<file path="config.mk">
export PLATFORM = sky130hd
export DESIGN_NAME = port_knock_gate
export DESIGN_NICKNAME = d
export VERILOG_FILES = /design/src/rtl/pkgate_pkg.sv /design/src/rtl/port_knock_gate.sv /design/src/rtl/pkgate_cfg.sv /design/src/rtl/pkgate_decide.sv
export SDC_FILE = /design/constraint.sdc
export NUM_CORES = 1
export LEC_CHECK = 0
export BUFFER_PORTS_ARGS = -buffer_cell sky130_fd_sc_hd__buf_2
export CAP_MARGIN = 20
export CORE_MARGIN = 2
export CORE_UTILIZATION = 54
export CTS_BUF_LIST = sky130_fd_sc_hd__clkbuf_8
export DETAILED_ROUTE_END_ITERATION = 7
export PLACE_DENSITY = 0.73
export SKIP_CTS_REPAIR_TIMING = 1
export SYNTH_ARGS = -nofsm -noshare
export SYNTH_HDL_FRONTEND = slang
export SYNTH_HIERARCHICAL = 1
export SYNTH_SLANG_ARGS = --single-unit
</file>
<file path="constraint.sdc">
create_clock -name clk -period 3.35 [get_ports clk]
set_input_delay 0.67 -clock clk [delete_from_list [all_inputs] [get_ports clk]]
set_output_delay 0.67 -clock clk [all_outputs]
set_load 0.005 [all_outputs]
</file>
<file path="src/rtl/pkgate_pkg.sv">
package pkgate_pkg;

    localparam int PORT_W    = 16;
    localparam int ADDR_W    = 32;
    localparam int IDLE_W    = 16;
    localparam int STAGE_W   = 2;
    localparam int CFG_IDX_W = 3;

    typedef logic [PORT_W-1:0]    port_t;
    typedef logic [ADDR_W-1:0]    addr_t;
    typedef logic [IDLE_W-1:0]    idle_t;
    typedef logic [STAGE_W-1:0]   stage_t;
    typedef logic [CFG_IDX_W-1:0] cfg_idx_t;

    // item kinds
    localparam logic CMD_PACKET = 1'b0;
    localparam logic CMD_TICK   = 1'b1;

    // knock stages
    localparam stage_t STAGE_IDLE   = 2'd0;
    localparam stage_t STAGE_FIRST  = 2'd1;
    localparam stage_t STAGE_SECOND = 2'd2;
    localparam stage_t STAGE_OPEN   = 2'd3;

    // register indexes
    localparam cfg_idx_t CFG_KNOCK_FIRST  = 3'd0;
    localparam cfg_idx_t CFG_KNOCK_SECOND = 3'd1;
    localparam cfg_idx_t CFG_KNOCK_THIRD  = 3'd2;
    localparam cfg_idx_t CFG_GUARDED      = 3'd3;
    localparam cfg_idx_t CFG_IDLE_TIMEOUT = 3'd4;
    localparam cfg_idx_t CFG_EXEMPT       = 3'd5;

    // register reset values
    localparam port_t RST_KNOCK_FIRST  = 16'd2345;
    localparam port_t RST_KNOCK_SECOND = 16'd3456;
    localparam port_t RST_KNOCK_THIRD  = 16'd1233;
    localparam port_t RST_GUARDED      = 16'd1234;
    localparam idle_t RST_IDLE_TIMEOUT = 16'd1250;
    localparam port_t RST_EXEMPT       = 16'd22;

    localparam idle_t IDLE_MAX = {IDLE_W{1'b1}};

    typedef struct packed {
        port_t knock_first;
        port_t knock_second;
        port_t knock_third;
        port_t guarded;
        idle_t idle_timeout;
        port_t exempt;
    } cfg_t;

    typedef struct packed {
        stage_t stage;
        addr_t  source;
        idle_t  idle;
        logic   closing;
    } gate_state_t;

    typedef struct packed {
        logic  cmd;
        addr_t src_addr;
        port_t dst_port;
        logic  is_tcp;
        logic  fin_flag;
    } item_t;

endpackage

</file>
<file path="src/rtl/port_knock_gate.sv">
// channel  | direction | handshake          | payload
// ---------+-----------+--------------------+--------------------------------------------
// in       | in        | in_valid/in_ready  | cmd, src_addr, dst_port, is_tcp, fin_flag
// out      | out       | out_valid/out_ready| drop, stage_after
// cfg      | in        | cfg_we             | cfg_index, cfg_data
//
// one item per cycle while results are taken; a packet's result passes the input register,
// then the result register, and is held there until out_ready takes it
// ticks pass through the decision stage and give no result
// reset (rst_n, asynchronous) loads the default ports and clears the knock state
// a stalled result holds the decision stage; ticks behind it still drain
module port_knock_gate (
    input  logic                 clk,
    input  logic                 rst_n,
    // input items
    input  logic                 in_valid,
    output logic                 in_ready,
    input  logic                 cmd,
    input  pkgate_pkg::addr_t    src_addr,
    input  pkgate_pkg::port_t    dst_port,
    input  logic                 is_tcp,
    input  logic                 fin_flag,
    // result items
    output logic                 out_valid,
    input  logic                 out_ready,
    output logic                 drop,
    output pkgate_pkg::stage_t   stage_after,
    // configuration writes
    input  logic                 cfg_we,
    input  pkgate_pkg::cfg_idx_t cfg_index,
    input  pkgate_pkg::port_t    cfg_data
);
    import pkgate_pkg::*;

    cfg_t        cfg;
    item_t       item_reg;
    logic        item_valid_reg;
    gate_state_t state_reg;
    gate_state_t state_next;
    logic        drop_next;
    logic        out_valid_reg;
    logic        drop_reg;
    stage_t      stage_reg;
    logic        item_is_tick;
    logic        item_adv;
    logic        item_emit;

    // configuration registers
    pkgate_cfg u_cfg (
        .clk       (clk),
        .rst_n     (rst_n),
        .cfg_we    (cfg_we),
        .cfg_index (cfg_index),
        .cfg_data  (cfg_data),
        .cfg       (cfg)
    );

    // per-item rule evaluation against the current knock state
    pkgate_decide u_decide (
        .cfg        (cfg),
        .item       (item_reg),
        .state_cur  (state_reg),
        .state_next (state_next),
        .drop       (drop_next)
    );

    // the item in the input register leaves when its result has somewhere to go;
    // a tick has no result so it always leaves
    assign item_is_tick = (item_reg.cmd == CMD_TICK);
    assign item_adv     = item_valid_reg && (item_is_tick || !out_valid_reg || out_ready);
    assign item_emit    = item_adv && !item_is_tick;
    assign in_ready     = !item_valid_reg || item_adv;

    // input register control
    always_ff @(posedge clk or negedge rst_n)
    begin
        if (!rst_n)
        begin
            item_valid_reg <= 1'b0;
        end
        else if (in_ready)
        begin
            item_valid_reg <= in_valid;
        end
    end

    // input register payload
    always_ff @(posedge clk)
    begin
        if (in_valid && in_ready)
        begin
            item_reg.cmd      <= cmd;
            item_reg.src_addr <= src_addr;
            item_reg.dst_port <= dst_port;
            item_reg.is_tcp   <= is_tcp;
            item_reg.fin_flag <= fin_flag;
        end
    end

    // knock state: updated once per item as it leaves the input register
    always_ff @(posedge clk or negedge rst_n)
    begin
        if (!rst_n)
        begin
            state_reg <= '0;
        end
        else if (item_adv)
        begin
            state_reg <= state_next;
        end
    end

    // result register control
    always_ff @(posedge clk or negedge rst_n)
    begin
        if (!rst_n)
        begin
            out_valid_reg <= 1'b0;
        end
        else if (item_emit)
        begin
            out_valid_reg <= 1'b1;
        end
        else if (out_ready)
        begin
            out_valid_reg <= 1'b0;
        end
    end

    // result register payload
    always_ff @(posedge clk)
    begin
        if (item_emit)
        begin
            drop_reg  <= drop_next;
            stage_reg <= state_next.stage;
        end
    end

    assign out_valid   = out_valid_reg;
    assign drop        = drop_reg;
    assign stage_after = stage_reg;

    // a result only ever comes from a packet leaving the input register
    a_result_from_packet: assert property (@(posedge clk) disable iff (!rst_n)
        $rose(out_valid_reg) |-> $past(item_emit))
        else $error("result appeared without a packet");

    // the idle counter only counts up by one or clears
    a_idle_step: assert property (@(posedge clk) disable iff (!rst_n)
        (state_reg.idle != $past(state_reg.idle)) |->
            (state_reg.idle == '0) || (state_reg.idle == $past(state_reg.idle) + idle_t'(1)))
        else $error("idle counter jumped");

    // back-pressure on the input only while a packet waits behind a stalled result
    a_ready_low: assert property (@(posedge clk) disable iff (!rst_n)
        !in_ready |-> (item_valid_reg && !item_is_tick && out_valid_reg && !out_ready))
        else $error("input stalled without cause");

    // a packet held behind a stalled result leaves the knock state alone
    a_state_hold: assert property (@(posedge clk) disable iff (!rst_n)
        (item_valid_reg && !item_is_tick && out_valid_reg && !out_ready) |=>
            $stable(state_reg))
        else $error("knock state changed during stall");

endmodule

</file>
<file path="src/rtl/pkgate_cfg.sv">
module pkgate_cfg (
    input  logic                 clk,
    input  logic                 rst_n,
    input  logic                 cfg_we,
    input  pkgate_pkg::cfg_idx_t cfg_index,
    input  pkgate_pkg::port_t    cfg_data,
    output pkgate_pkg::cfg_t     cfg
);
    import pkgate_pkg::*;

    cfg_t cfg_reg;

    always_ff @(posedge clk or negedge rst_n)
    begin
        if (!rst_n)
        begin
            cfg_reg.knock_first  <= RST_KNOCK_FIRST;
            cfg_reg.knock_second <= RST_KNOCK_SECOND;
            cfg_reg.knock_third  <= RST_KNOCK_THIRD;
            cfg_reg.guarded      <= RST_GUARDED;
            cfg_reg.idle_timeout <= RST_IDLE_TIMEOUT;
            cfg_reg.exempt       <= RST_EXEMPT;
        end
        else if (cfg_we)
        begin
            unique case (cfg_index)
                CFG_KNOCK_FIRST:  cfg_reg.knock_first  <= cfg_data;
                CFG_KNOCK_SECOND: cfg_reg.knock_second <= cfg_data;
                CFG_KNOCK_THIRD:  cfg_reg.knock_third  <= cfg_data;
                CFG_GUARDED:      cfg_reg.guarded      <= cfg_data;
                CFG_IDLE_TIMEOUT: cfg_reg.idle_timeout <= cfg_data;
                CFG_EXEMPT:       cfg_reg.exempt       <= cfg_data;
                default:          ; // unused index, ignored
            endcase
        end
    end

    assign cfg = cfg_reg;

endmodule

</file>
<file path="src/rtl/pkgate_decide.sv">
module pkgate_decide (
    input  pkgate_pkg::cfg_t        cfg,
    input  pkgate_pkg::item_t       item,
    input  pkgate_pkg::gate_state_t state_cur,
    output pkgate_pkg::gate_state_t state_next,
    output logic                    drop
);
    import pkgate_pkg::*;

    logic same;

    assign same = (item.src_addr == state_cur.source);

    always_comb
    begin
        state_next = state_cur;
        drop       = 1'b0;
        if (item.cmd == CMD_TICK)
        begin
            if (state_cur.idle != IDLE_MAX)
            begin
                state_next.idle = state_cur.idle + idle_t'(1);
            end
        end
        else if (item.is_tcp)
        begin
            // first matching port decides
            priority if (item.dst_port == cfg.knock_first)
            begin
                state_next.source = item.src_addr;
                state_next.stage  = STAGE_FIRST;
            end
            else if (item.dst_port == cfg.knock_second)
            begin
                if (same)
                begin
                    state_next.stage = (state_cur.stage == STAGE_FIRST) ? STAGE_SECOND
                                                                        : STAGE_IDLE;
                end
            end
            else if (item.dst_port == cfg.knock_third)
            begin
                if (same)
                begin
                    if (state_cur.stage == STAGE_SECOND)
                    begin
                        state_next.stage = STAGE_OPEN;
                        state_next.idle  = '0;
                    end
                    else
                    begin
                        state_next.stage = STAGE_IDLE;
                    end
                end
            end
            else if (item.dst_port == cfg.guarded)
            begin
                drop = 1'b1;
                if (same)
                begin
                    priority if (state_cur.closing)
                    begin
                        // last packet after fin
                        state_next.closing = 1'b0;
                        state_next.stage   = STAGE_IDLE;
                        drop               = 1'b0;
                    end
                    else if (state_cur.stage == STAGE_OPEN)
                    begin
                        if (state_cur.idle > cfg.idle_timeout)
                        begin
                            state_next.stage = STAGE_IDLE;
                        end
                        else
                        begin
                            state_next.idle = '0;
                            if (item.fin_flag)
                            begin
                                state_next.closing = 1'b1;
                            end
                            drop = 1'b0;
                        end
                    end
                    else
                    begin
                        state_next.stage = STAGE_IDLE;
                    end
                end
            end
            else
            begin
                if (same && (item.dst_port != cfg.exempt))
                begin
                    state_next.stage = STAGE_IDLE;
                end
            end
        end
    end

endmodule

</file>
==> results.cfg <==
[timing]
fin_worst_skew_ns = 0.0381
rsz0062_at_grt = false
max-slew-margin-rel_pct = 41.4
fin_crit_sh_pct = 87.7
tightestPinTransition_ns = 0.879
drv_slew = 0
setup_slack_ns = 0.414
fmax_mhz = 341
whs_ns = 0.163
finalCriticalPeriod_ns = 2.94
setup_viol = 0
setup_tns_ns = 0
hold_viol = 0

[worst_setup_path]
reg2reg_depth = 12
crit_required_ns = 3.73
rrSetupSlack_ns = 0.41
worstSetupEndpointType = register
cpMaxStageDelayCell = or4_4
cp_max_fo = 14
critPathArrivalTime_ns = 3.32
path_cells = inv_1 -> ha_1 -> nor2b_1 -> o211ai_1 -> a21boi_1 -> or4_4 -> a211o_1 -> a21oi_4 -> buf_4 -> o22ai_2 -> nand2_1 -> o211ai_1
critPathKind = reg2reg
startpoint_type = register
path_common_cell = o211ai_1
max_stage_delay_ns = 0.54

[finish]
design_area_um2 = 12400
largest_register_ffs = 96
multi_input_area_um2 = 5330
final_common_cell = mux2_2
area_growth_syn_to_layout_pct = 10.8
regArea_um2 = 5390
fillerInstances = 1616
drive_above_1_share_pct = 31.9
final_cells = 1306
diodes = 0
fin_util_pct = 61.1
finalNetCount = 1100
final_cell_mix = 129 x mux2_2, 121 x dfrtp_1, 82 x nand2_1

[cts]
cts_buffers = 36
clock-sinks = 203
cts_max_path_buffers = 3
clk_latency_ns = 0.54
cts-root-buf = clkbuf_8
htree_levels = 2
clkTransAtPathRegs_ns = 0.06
cts_tree = yes

[synth]
synth-seq-area-share_pct = 48.2
synth_nets = 1027
synth_top_flop_cell = dfrtp_1
synth-async-reset-ratio_pct = 73.4
ys_types = 65
syn_avg_cell_area_um2 = 11.9
syn_inst = 935
ys_ff_latch = 203
syn_area_um2 = 11200
ys.warnings.count = 6
synth_edf_count = 54

[detailed_routing]
drt_iter0_drc = 605
dr_wl_met2_um = 11200
vias_per_cell = 5.75
post_drt_wl_per_cell_um = 19.0
drc_errors = 0
route.met3.wl_um = 1650
dr_total_vias = 7507
wirelength_um = 24800
wl_met1_um = 11500
dr.max_layer_used = met4
ant_nets = 0
drtPass1Iterations = 5

[pwr]
power_density_nw_per_um2 = 588
ir_drop_v = 0.000487
leakagePower_nw = 4.97
power_mw = 7.27

[floorplanning]
start_util_pct = 55.2
row_count = 52
coreArea_um2 = 20200
io_pins = 80
die_height_um = 148
chipWidth_um = 148
dieArea_um2 = 21800

[global_routing]
first_global_vias = 7401
grt_pass1_wl_um = 39900
grt_usage_pct = 23.2
gr-total-overflow = 0
grt_max_degree = 103
antenna_found_initial = 0

[place]
gp_congestion = 0.859
placed_cells = 1240
post-place-ws_ns = 0.432
dpl_cell_area_um2 = 11700
placement.io_buffers = 79
dpl.hpwl_um = 16700

[run_status]
status = completed

[min_path]
hold_path_class = in2async

[run]
maxCapViolCount = 0
## metal layers
metal  vias to the layer above  track usage, %
li1                       3534               -
met1                      3723            34.0
met2                       210            35.4
met3                        40            4.66
met4                         0            6.06
met5                         -               0
## critical path: cells and delay by family, from the launching register on
| family | cells | cell delay, ns |
|---|---|---|
| flops | 1 | 0.52 |
| compound gates | 6 | 0.94 |
| buf+inv | 2 | 0.29 |
| fa+ha+maj | 1 | 0.29 |
| simple gates | 3 | 0.75 |
## cell families after synthesis
logic type | synth area share [%]
compound gates | 6.61
buf+inv | 4.00
simple gates | 17.1
mux | 13.3
flops | 48.2
fa+ha+maj | 1.91
xor+xnor | 8.87
## cell usage after synthesis (7+ instances only)
master	n	area share (%)
nand2b_1	53	3.0
o21ai_0	7	0.31
clkbuf_1	29	0.98
dfrtp_1	122	27
nand4_1	26	1.5
nor2_1	11	0.37
a21oi_1	8	0.36
o211ai_1	51	3.4
nand2_1	82	2.8
xnor2_1	41	3.2
or2_2	7	0.39
ha_1	17	1.9
nor4_1	19	1.1
buf_2	16	0.72
edfxtp_1	54	15
buf_6	13	1.3
dfstp_2	27	6.4
inv_1	21	0.71
nand4bb_1	51	5.1
mux2_2	129	13
xor2_1	72	5.6
## final timing paths
path	start	endpoint
hold / removal	rst_n	u_cfg/cfg[53]
setup reg to reg	u_cfg/cfg[17]	state_reg[14]
hold reg to reg	u_cfg/cfg[19]	u_cfg/cfg[19]
setup / recovery	u_cfg/cfg[17]	state_reg[14]
min in group clk	dst_port[15]	item_reg[17]
max in group asynchronous	rst_n	u_cfg/cfg[17]
## report_power, final
group	total (mW)	switching (mW)	internal, mW	leakage (nW)
registers	3.60	0.513	3.09	2.31
clock network	2.08	1.01	1.08	0.405
logic	1.59	0.744	0.843	2.25
## layout make-up
type	instances	area share (%)
inverter	21	0.637
sequential	203	43.5
tap	270	2.73
multi-input combinational	648	43.1
clock inverter	27	1.00
timing repair buffer	98	4.60
clock buffer	39	4.34
Power figures use the tool's default switching activity.
